### src/design/bocol_pkg.sv
// shared constants and types for the box collision table
`timescale 1ns / 1ps

package bocol_pkg;

    localparam int MAX_BOXES_DEF  = 64;
    localparam int COORD_BITS_DEF = 16;

    // fixed widths of the port fields
    localparam int FIELD_BITS     = 16;
    localparam int VOL_BITS       = 56;
    localparam int CFG_ADDR_BITS  = 5;
    localparam int CFG_DATA_BITS  = 32;
    localparam int NUM_AXES       = 3;

    localparam logic [1:0] MODE_ADD   = 2'd0;
    localparam logic [1:0] MODE_QUERY = 2'd1;
    localparam logic [1:0] MODE_CLEAR = 2'd2;

    localparam logic [2:0] REG_X_LOW  = 3'd0;
    localparam logic [2:0] REG_X_HIGH = 3'd1;
    localparam logic [2:0] REG_Y_LOW  = 3'd2;
    localparam logic [2:0] REG_Y_HIGH = 3'd3;
    localparam logic [2:0] REG_Z_LOW  = 3'd4;
    localparam logic [2:0] REG_Z_HIGH = 3'd5;

    localparam int AXIS_X = 0;
    localparam int AXIS_Y = 1;
    localparam int AXIS_Z = 2;

    typedef struct packed {
        logic [NUM_AXES-1:0][FIELD_BITS-1:0] lo;
        logic [NUM_AXES-1:0][FIELD_BITS-1:0] hi;
    } bounds_t;

endpackage

### src/design/bocol_vol.sv
// two-stage volume multiplier with saturating running total
`timescale 1ns / 1ps

module bocol_vol
    import bocol_pkg::*;
#(
    parameter int CW = 16
) (
    input  logic                clk,
    input  logic                rst_n,
    input  logic                load,
    input  logic                clear,
    input  logic [CW-1:0]       wx,
    input  logic [CW-1:0]       wy,
    input  logic [CW-1:0]       wz,
    output logic                done,
    output logic [VOL_BITS-1:0] total
);

    logic [2*CW-1:0]     p1_reg;
    logic [3*CW-1:0]     p2_reg;
    logic [CW-1:0]       wz_reg;
    logic                v1_reg;
    logic                v2_reg;
    logic [VOL_BITS-1:0] total_reg;
    logic [VOL_BITS:0]   sum;

    // product is at most 48 bits, so only the sum can overflow
    assign sum   = {1'b0, total_reg} + (VOL_BITS+1)'(p2_reg);
    assign done  = v2_reg;
    assign total = total_reg;

    always_ff @(posedge clk)
    begin
        if (load)
        begin
            p1_reg <= wx * wy;
            wz_reg <= wz;
        end
        if (v1_reg)
        begin
            p2_reg <= p1_reg * wz_reg;
        end
    end

    always_ff @(posedge clk or negedge rst_n)
    begin
        if (!rst_n)
        begin
            v1_reg    <= 1'b0;
            v2_reg    <= 1'b0;
            total_reg <= '0;
        end
        else
        begin
            v1_reg <= load;
            v2_reg <= v1_reg;
            if (clear)
            begin
                total_reg <= '0;
            end
            else if (v2_reg)
            begin
                total_reg <= sum[VOL_BITS] ? '1 : sum[VOL_BITS-1:0];
            end
        end
    end

endmodule

### config.mk
export PLATFORM = sky130hd
export DESIGN_NAME = bocol_vol
export DESIGN_NICKNAME = d
export VERILOG_FILES = /design/src/design/bocol_pkg.sv /design/src/design/bocol_vol.sv
export SDC_FILE = /design/constraint.sdc
export NUM_CORES = 2
export LEC_CHECK = 0
export ABC_AREA = 1
export BUFFER_PORTS_ARGS = -buffer_cell sky130_fd_sc_hd__buf_2
export CAP_MARGIN = 20
export CORE_MARGIN = 10
export CORE_UTILIZATION = 40
export DETAILED_ROUTE_END_ITERATION = 8
export GPL_TIMING_DRIVEN = 1
export SYNTH_ARGS = -nofsm -noshare
export SYNTH_HDL_FRONTEND = slang
export SYNTH_SLANG_ARGS = --single-unit
export TNS_END_PERCENT = 5
### constraint.sdc
create_clock -name clk -period 5.1 [get_ports clk]
set_clock_uncertainty 0.1 [all_clocks]
set_input_delay 0.255 -clock clk [delete_from_list [all_inputs] [get_ports clk]]
set_output_delay 0.255 -clock clk [all_outputs]
set_load 0.05 [all_outputs]
==> results.md <==
- Outcome: finished with violations
- Failing checks: setup timing
- H-tree depth: 4
- Routed wire per std cell: 15.7 µm
- Starting density of the core: 40.3%
- Grt ovf: 0
- Root Buffer: clkbuf_16
- Syn Area/Cell: 7.30 µm²
- Worst-path clk slew: 0.08 ns
- FMAX: 175 MHz
- Data arrival, critical path: 5.88 ns
- Final period utilization: 112%
- Max reg flops: 56
- First-pass GRT wire length: 169 mm
- Post-layout net count: 6242
- Number of global-route vias before repair: 33097
- Post-route setup slack: -0.624 ns
- Skew-Pair Late Insertion Delay: 0.51 ns
- Syn Std Cell Area: 36200 µm²
- DR iter-0 viols: 1669
- Synth warn: 0
- CP required: 5.25 ns
- Die ar.: 103000 µm²
- Num CTS Buffers: 17
- Crit. End Element: flop
- Layout overhead on the synthesized area: 18.1%
- CORE AREA: 89900 µm²
- HP Class: in2reg
- Die H: 321 µm
- Total GRT Usage: 20.4%
- Seq/Total Area, Yosys: 12.0%
- Grt met1 use: 24.2%
- Worst Tran Pin Value: 0.854 ns
- RSZ-0062 raised after global routing: true
- Max-cap violation count: 0
- Port bufs: 108
- Grt met2 use: 37.7%
- Final GP Congestion: 0.987
- Met3 track utilization from global routing: 2.52%
- Post-synthesis cell type count: 43
- Area contributors post-synth: fa_1 (34%), nand2_1 (16%), inv_1 (14%)
- Leading cell types in the layout, fill and taps excluded: nand2_1 (1555), inv_1 (1346), fa_1 (597)
- Mapped Nets: 5896
- Via-per-instance ratio: 4.74
- Pin count of the biggest net entering global routing: 59
- CTS tree: done
- Syn Inst Count: 4959
- Most common cell after layout, fill and taps aside: nand2_1
- GRT busiest layer: met2
- Layout cell share with drive strength beyond 1: 15.4%
- Max Root-Sink Buffers: 2
- Cell area after layout: 42800 µm²
- Final hold vios: 0
- Detailed Place HPWL: 87.5 mm
- Worst Setup Start Kind: flop
- Chip width: 321 µm
- Setup TNS: -18.55 ns
- Max-slew headroom: 43.1%
- Yosys top cell by area: fa_1
- Flops & latches, synth: 154
- Util after Layout: 47.6%
- IO Pins: 109
- Initial antenna violation count: 1
- Final min period: 5.72 ns
- Final slew viol count: 0
- Detailed Route WL: 102 mm
- Via count: 30795
- Drt drc: 0
- # rows: 110
- Antenna cell count: 0
- DRT antenna net count: 0
- Synth top area share: 33.9%
- Post-DP Area: 41100 µm²
- CP Class: reg2reg
- CTS sink cnt: 154
- Worst Path Max Fanout: 12
- DRT Pass-1 Iters: 5
- Final setup vio count: 39
[critical path: stages (launching register included)]
cell       delay (ns)
edfxtp_1         0.36
buf_4            0.17
bufbuf_16        0.29
nand2_1          0.08
fa_1             0.46
fa_2             0.60
fa_1             0.42
inv_1            0.09
fa_1             0.45
fa_1             0.49
inv_1            0.04
fa_1             0.47
inv_1            0.06
ha_4             0.22
inv_1            0.07
o21bai_1         0.12
a21oi_1          0.22
o21ai_1          0.14
buf_4            0.16
a21oi_1          0.16
nand2_1          0.13
xor2_1           0.16
[area by class of cell]
type	count	area, µm²
fillers	8983	47100
well taps	1176	1470
repair buffers	520	4230
clock inverters	14	148
flip-flops and latches	154	4340
clock buffers	18	439
multi-input cells	3237	27000
inverters	1375	5160
[metrics by stage]
| step | setup slack, ns | hold WS (ns) | cells |
|---|---|---|---|
| after floorplan | -0.187 | -0.141 | 4959 |
| after global placement | -0.712 | 0.333 | 6429 |
| after detailed placement | -0.792 | 0.333 | 6429 |
| after CTS | -0.576 | 0.166 | 6488 |
| after global routing | -0.811 | 0.196 | 6494 |
| final | -0.624 | 0.204 | 6494 |
[per-layer routing]
metal  routed length, µm  share of wire, %
met5                  13             0.013
met3                3810               3.7
met1               42800                42
met4                3310               3.2
met2               52200                51
[worst paths after layout]
path                                      start                   end  slack (ns)  cells past startpoint
max                         wz_reg[2]$_DFFE_PP_  p2_reg[32]$_DFFE_PP_       -0.62                     21
min reg2reg                total[2]$_DFFE_PN0P_  total[2]$_DFFE_PN0P_        0.44                      2
min                                       wy[0]   p1_reg[0]$_DFFE_PP_        0.20                      3
max in group asynchronous                 rst_n      v1_reg$_DFF_PN0_        3.97                      3
max reg2reg                 wz_reg[2]$_DFFE_PP_  p2_reg[32]$_DFFE_PP_       -0.62                     21
min in group asynchronous                 rst_n  total[1]$_DFFE_PN0P_        0.34                      3
[logic make-up after synthesis]
logic type	share of synthesized area, %
adder cells (fa/ha/maj)	43.3
flip-flops	12.0
AO/OA/AOI/OAI	3.64
buffers and inverters	16.4
AND/OR/NAND/NOR	22.3
XOR/XNOR	2.42
[cell usage after synthesis, drive strengths merged]
library cell and count:
a21boi 4, o211ai 2, o21a 2, xor2 75, or2 3, a21o 7
clkinv 5, clkbuf 185, nand3 126, inv 1370, a221oi 1, nor3 22
edfxtp 96, fa 613, nand4 20, a31oi 4, and2 3, o21ai 85
nand2 1605, a211oi 1, o21bai 14, buf 8, nor2 224, nand3b 1
a31o 1, o2111ai 1, dfrtp 58, nor4 5, xnor2 25, a21oi 121
ha 272
[repair_timing]
| item | in CTS | in global routing |
|---|---|---|
| cloned | 3 | 0 |
| hold buffers | 17 | 0 |
| pin swaps | 27 | 25 |
| setup endpoints to repair | 40 | 57 |
| hold endpoints to repair | 74 | 0 |
| resized for setup | 106 | 96 |
| setup buffers | 7 | 6 |
Power is not shown: default switching activity piles up to over one toggle a cycle in this logic, so the estimate is an artifact.
