$ cat config.mk
export PLATFORM = sky130hd
export DESIGN_NAME = bocol_cfg
export DESIGN_NICKNAME = d
export VERILOG_FILES = /design/src/design/bocol_pkg.sv /design/src/design/bocol_cfg.sv
export SDC_FILE = /design/constraint.sdc
export NUM_CORES = 1
export LEC_CHECK = 0
export ABC_AREA = 1
export BUFFER_PORTS_ARGS = -buffer_cell sky130_fd_sc_hd__buf_2
export CORE_AREA = 2 2 104 106
export CTS_BUF_LIST = sky130_fd_sc_hd__clkbuf_16
export DETAILED_ROUTE_END_ITERATION = 10
export DIE_AREA = 0 0 106 108
export PLACE_DENSITY = 0.8
export SLEW_MARGIN = 20
export SYNTH_ARGS = -nofsm -noshare
export SYNTH_HDL_FRONTEND = slang
export SYNTH_SLANG_ARGS = --single-unit
$ cat constraint.sdc
create_clock -name clk -period 1.1 [get_ports clk]
set_input_delay 0.055 -clock clk [delete_from_list [all_inputs] [get_ports clk]]
set_output_delay 0.055 -clock clk [all_outputs]
set_load 0.01 [all_outputs]
$ cat src/design/bocol_pkg.sv
// shared constants and types for the box collision table
`timescale 1ns / 1ps

package bocol_pkg;

    localparam int MAX_BOXES_DEF  = 64;
    localparam int COORD_BITS_DEF = 16;

    // fixed widths of the port fields
    localparam int FIELD_BITS     = 16;
    localparam int VOL_BITS       = 56;
    localparam int CFG_ADDR_BITS  = 5;
    localparam int CFG_DATA_BITS  = 32;
    localparam int NUM_AXES       = 3;

    localparam logic [1:0] MODE_ADD   = 2'd0;
    localparam logic [1:0] MODE_QUERY = 2'd1;
    localparam logic [1:0] MODE_CLEAR = 2'd2;

    localparam logic [2:0] REG_X_LOW  = 3'd0;
    localparam logic [2:0] REG_X_HIGH = 3'd1;
    localparam logic [2:0] REG_Y_LOW  = 3'd2;
    localparam logic [2:0] REG_Y_HIGH = 3'd3;
    localparam logic [2:0] REG_Z_LOW  = 3'd4;
    localparam logic [2:0] REG_Z_HIGH = 3'd5;

    localparam int AXIS_X = 0;
    localparam int AXIS_Y = 1;
    localparam int AXIS_Z = 2;

    typedef struct packed {
        logic [NUM_AXES-1:0][FIELD_BITS-1:0] lo;
        logic [NUM_AXES-1:0][FIELD_BITS-1:0] hi;
    } bounds_t;

endpackage

$ cat src/design/bocol_cfg.sv
// apb register file holding the bounds of the valid space
`timescale 1ns / 1ps

module bocol_cfg
    import bocol_pkg::*;
(
    input  logic                     clk,
    input  logic                     rst_n,
    input  logic                     psel,
    input  logic                     penable,
    input  logic                     pwrite,
    input  logic [CFG_ADDR_BITS-1:0] paddr,
    input  logic [CFG_DATA_BITS-1:0] pwdata,
    output logic [CFG_DATA_BITS-1:0] prdata,
    output logic                     pready,
    output bounds_t                  bounds
);

    bounds_t     bounds_reg;
    logic        wr_en;
    logic [2:0]  reg_idx;
    logic [FIELD_BITS-1:0] wval;

    assign pready  = 1'b1;
    assign wr_en   = psel & penable & pwrite & pready;
    assign reg_idx = paddr[CFG_ADDR_BITS-1:2];
    assign wval    = pwdata[FIELD_BITS-1:0];
    assign bounds  = bounds_reg;

    always_ff @(posedge clk or negedge rst_n)
    begin
        if (!rst_n)
        begin
            bounds_reg.lo <= '0;
            bounds_reg.hi <= '1;
        end
        else if (wr_en)
        begin
            case (reg_idx)
                REG_X_LOW:  bounds_reg.lo[AXIS_X] <= wval;
                REG_X_HIGH: bounds_reg.hi[AXIS_X] <= wval;
                REG_Y_LOW:  bounds_reg.lo[AXIS_Y] <= wval;
                REG_Y_HIGH: bounds_reg.hi[AXIS_Y] <= wval;
                REG_Z_LOW:  bounds_reg.lo[AXIS_Z] <= wval;
                REG_Z_HIGH: bounds_reg.hi[AXIS_Z] <= wval;
                default:    ;
            endcase
        end
    end

    always_comb
    begin
        case (reg_idx)
            REG_X_LOW:  prdata = CFG_DATA_BITS'(bounds_reg.lo[AXIS_X]);
            REG_X_HIGH: prdata = CFG_DATA_BITS'(bounds_reg.hi[AXIS_X]);
            REG_Y_LOW:  prdata = CFG_DATA_BITS'(bounds_reg.lo[AXIS_Y]);
            REG_Y_HIGH: prdata = CFG_DATA_BITS'(bounds_reg.hi[AXIS_Y]);
            REG_Z_LOW:  prdata = CFG_DATA_BITS'(bounds_reg.lo[AXIS_Z]);
            REG_Z_HIGH: prdata = CFG_DATA_BITS'(bounds_reg.hi[AXIS_Z]);
            default:    prdata = '0;
        endcase
    end

endmodule

==> metrics <==
status=finished with violations; violated checks=negative setup slack; final wirelength=16,600 um; synthesized instance count=621; depth of the CTS H-tree=3; Detail Route Antenna Nets=0; type of the setup path with the least slack=register to output pin; post-synthesis area per instance=8.25 sq um; unrepaired setup endpoints after global routing=yes; fraction of layout cells with a size suffix above 1=39.6%; clk_skew=0 ps; minimum setup slack after placement=-194 ps; reg-to-reg setup timing slack=approximately 90 ps; via-per-instance ratio=around 5.5; overall die area=roughly 11,000 sq um; post-layout net count=between 800 and 900; synthesized-area fraction occupied by ao, oa, aoi and oai cells=11.5%; Power per Cell Area=1650 nW/um^2; upper clock frequency limit=707 MHz; gp weighted congestion=0.912; Hold Crit Start=pwdata[9]; data required time of the critical path=1040 ps; flop and latch count out of synthesis=96; number of standard-cell rows in the floorplan=37; Slowest-stage cell, CP=sky130_fd_sc_hd__dfstp_2; number of warning messages in the yosys log=0; cell depth of the worst hold path=3; max FFs per register=96; count of vias placed by the detailed router=5,283; clk_lat worst skew=roughly 340 ps; capture point of the worst reg-to-reg path=bounds[19]; Final setup violation count=45; total leakage power=3.82 nW; worst-case setup margin in the final layout=-315 ps; DP Area=6080 sq um; signal arrival time at the worst endpoint=approximately 1400 ps; # port buffers=135; number of detailed-route iterations in the first pass=5; xor/xnor share of the synthesized area=0%; half-perimeter wire length after detailed placement=11,300 um; root buffer selected by CTS=sky130_fd_sc_hd__clkbuf_16; min cycle time layout=1420 ps; worst-case clock buffer depth=2; Critical path buffers and inverters=1; clk sinks=96; vias in the first global route=5,068; final design instance area without fill=between 7000 and 8000 sq um; Vert. Die Dim=108 um; sum of negative setup slack=-5690 ps; detailed-route wire length per cell=17.3 um; share of the clock period used by the worst path after layout=129%; overall routing resource usage=~29%; initial standard-cell utilization of the core=50.1%; post-synthesis sequential area ratio=48.1%; portion of netlist area occupied by mux cells=0%; main combinational cell family by area after synthesis=simple AND/OR/NAND/NOR gates; number of endpoints with negative hold slack in the final report=0; hold-critical path endpoint=bounds[41]; Max Cap Viol=0; number of cells traversed by the worst register-to-register path=5; most repeated library cell on the critical path=sky130_fd_sc_hd__nand2_1; total clock buffers created by CTS=9; number of distinct library cells after synthesis=25; peak supply drop=between 0.0009 and 0.001 V; total of fill cells in the finished design=approximately 760; type of destination of the critical path=output pin; CP delay by family, top=flip-flops; Slew Limit Fails=0; horizontal extent of the die=roughly 110 um; post-synthesis share of cell area spent on full adders, half adders and majority gates=0%; Remaining Overflow, GRT=0; area of the placeable core=10,200 sq um; category of the worst setup path launch point=register; CTS tree=built; Critical R2R Launch=bounds[19]; first-pass GRT wire length=26,000 um; number of inserted diodes=0; Critical Path Fanout Max=2; critical-path cell list=nand4_1, nand2_1, nor2_2, nand2_1, buf_2; clock transition at the registers of the reported paths=70 ps; maximum number of pins on one net before global-route repair=59; final routed DRC violation total=0; maximum single-stage delay on the critical path=560 ps; Hold Path Class=input pin to register; Cell Area, Synth=5120 sq um; DRT iter0 DRCs=~370; fraction of the mapped netlist area in simple logic gates=roughly 29%; Area growth, synth to finish=40.8%; initial antenna violation count=0; I/O pin cnt=about 170
## report_power, final
group / total [mW] / internal [mW] / switching, mW
logic: 3.70 / 1.82 / 1.89
clock network: 3.13 / 1.76 / 1.36
registers: 5.08 / 4.47 / 0.612
total: 11.9 / 8.05 / 3.86
## cell usage in the layout, fill, tap and decap left out
| master | instances |
|---|---|
| sky130_fd_sc_hd__nand3_4 | 3 |
| sky130_fd_sc_hd__o21ai_0 | 63 |
| sky130_fd_sc_hd__inv_2 | 1 |
| sky130_fd_sc_hd__dlygate4sd3_1 | 16 |
| sky130_fd_sc_hd__conb_1 | 17 |
| sky130_fd_sc_hd__nor2_8 | 4 |
| sky130_fd_sc_hd__dfstp_2 | 48 |
| sky130_fd_sc_hd__nand3_1 | 37 |
| sky130_fd_sc_hd__inv_4 | 3 |
| sky130_fd_sc_hd__inv_6 | 2 |
| sky130_fd_sc_hd__o21ai_1 | 17 |
| sky130_fd_sc_hd__inv_1 | 33 |
| sky130_fd_sc_hd__a21oi_2 | 1 |
| sky130_fd_sc_hd__clkbuf_16 | 9 |
| sky130_fd_sc_hd__nand3_2 | 2 |
| sky130_fd_sc_hd__dfrtp_1 | 48 |
| sky130_fd_sc_hd__buf_2 | 100 |
| sky130_fd_sc_hd__clkinvlp_4 | 2 |
| sky130_fd_sc_hd__nor2_4 | 4 |
| sky130_fd_sc_hd__buf_4 | 37 |
| sky130_fd_sc_hd__nand4_1 | 38 |
| sky130_fd_sc_hd__buf_12 | 13 |
| sky130_fd_sc_hd__bufinv_16 | 1 |
| sky130_fd_sc_hd__nand2_4 | 2 |
| sky130_fd_sc_hd__nor2_2 | 7 |
| sky130_fd_sc_hd__buf_6 | 65 |
| sky130_fd_sc_hd__o21ai_2 | 16 |
| sky130_fd_sc_hd__nand2_1 | 201 |
| sky130_fd_sc_hd__nor3_4 | 1 |
| sky130_fd_sc_hd__nor2_1 | 18 |
| sky130_fd_sc_hd__nand2_2 | 5 |
| sky130_fd_sc_hd__clkinv_1 | 1 |
| sky130_fd_sc_hd__a21oi_1 | 9 |
## repair_timing
item,4_1_cts,5_1_grt
resized for setup,50,40
hold buffers,16,0
hold endpoints to repair,85,0
setup endpoints to repair,17,50
setup buffers,27,20
pin swaps,43,16
## through the flow
stage          total power, mW  hold slack, ps  instances  utilization, %
6_report                  11.9            7.77        960            70.5
5_1_grt                   12.5            25.6        960            70.5
4_1_cts                   11.6           0.766        947            68.3
3_5_place_dp              7.79           -39.6        888            59.4
3_3_place_gp              7.70           -47.3        888            59.4
2_1_floorplan             6.40            -241        636               -
## worst max path at each step
stage	start	cells after the start	slack, ps	end
detailed placement	paddr[3]	7	-190	bounds[64]
floorplan	paddr[3]	6	180	bounds[54]
global placement	paddr[3]	7	-170	bounds[75]
finish	bounds[39]	5	-320	prdata[7]
global route	bounds[40]	5	-380	prdata[8]
CTS	bounds[38]	5	-300	prdata[6]
## cells by family after synthesis
logic type	count (synthesis)
flip-flops	96
buffers and inverters	95
other	2
AO/OA/AOI/OAI	106
AND/OR/NAND/NOR	322
## routing by layer
metal | part of all wire [%] | GRT usage (%)
met2 | 50 | 49.3
met3 | 7.2 | 5.97
met4 | 3.1 | 14.2
met1 | 39 | 35.9
met5 | 0 | 0
## synthesized netlist by cell type
cell / count / area [sq um]
sky130_fd_sc_hd__nand3_1: 39 / 195
sky130_fd_sc_hd__dfrtp_1: 48 / 1200
sky130_fd_sc_hd__nand3_4: 3 / 52.6
sky130_fd_sc_hd__nor3_4: 1 / 16.3
sky130_fd_sc_hd__nor2_4: 2 / 22.5
sky130_fd_sc_hd__buf_4: 24 / 180
sky130_fd_sc_hd__nand2_2: 1 / 6.26
sky130_fd_sc_hd__dfstp_2: 48 / 1260
sky130_fd_sc_hd__nor2_8: 4 / 80.1
sky130_fd_sc_hd__nand4_1: 38 / 238
sky130_fd_sc_hd__nor2_1: 27 / 101
sky130_fd_sc_hd__inv_4: 3 / 18.8
sky130_fd_sc_hd__o21ai_2: 16 / 140
sky130_fd_sc_hd__o21ai_1: 17 / 85.1
sky130_fd_sc_hd__conb_1: 2 / 7.51
sky130_fd_sc_hd__o21ai_0: 63 / 315
sky130_fd_sc_hd__a21oi_1: 10 / 50.1
sky130_fd_sc_hd__inv_1: 33 / 124
sky130_fd_sc_hd__clkbuf_1: 6 / 22.5
sky130_fd_sc_hd__buf_6: 12 / 135
sky130_fd_sc_hd__buf_1: 5 / 18.8
sky130_fd_sc_hd__nand2_1: 205 / 769
sky130_fd_sc_hd__nand2_4: 2 / 22.5
sky130_fd_sc_hd__buf_2: 10 / 50.1
sky130_fd_sc_hd__clkbuf_2: 2 / 10.0
## final cells by class
type                       instances  area (sq um)  area share [%]
clock inverter                     7          70.1           0.971
clock buffer                       9           225            3.12
inverter                          36           143            1.98
multi-input combinational        445          2210            30.7
timing repair buffer             231          1930            26.8
tap                              136           170            2.36
sequential                        96          2460            34.1
## tightest hold or removal path, delay by kind of cell
kind | cells | cell delay [ps]
buffers and inverters | 1 | 160
and+or+nand+nor | 2 | 130
(Power assumes the default switching activity.)
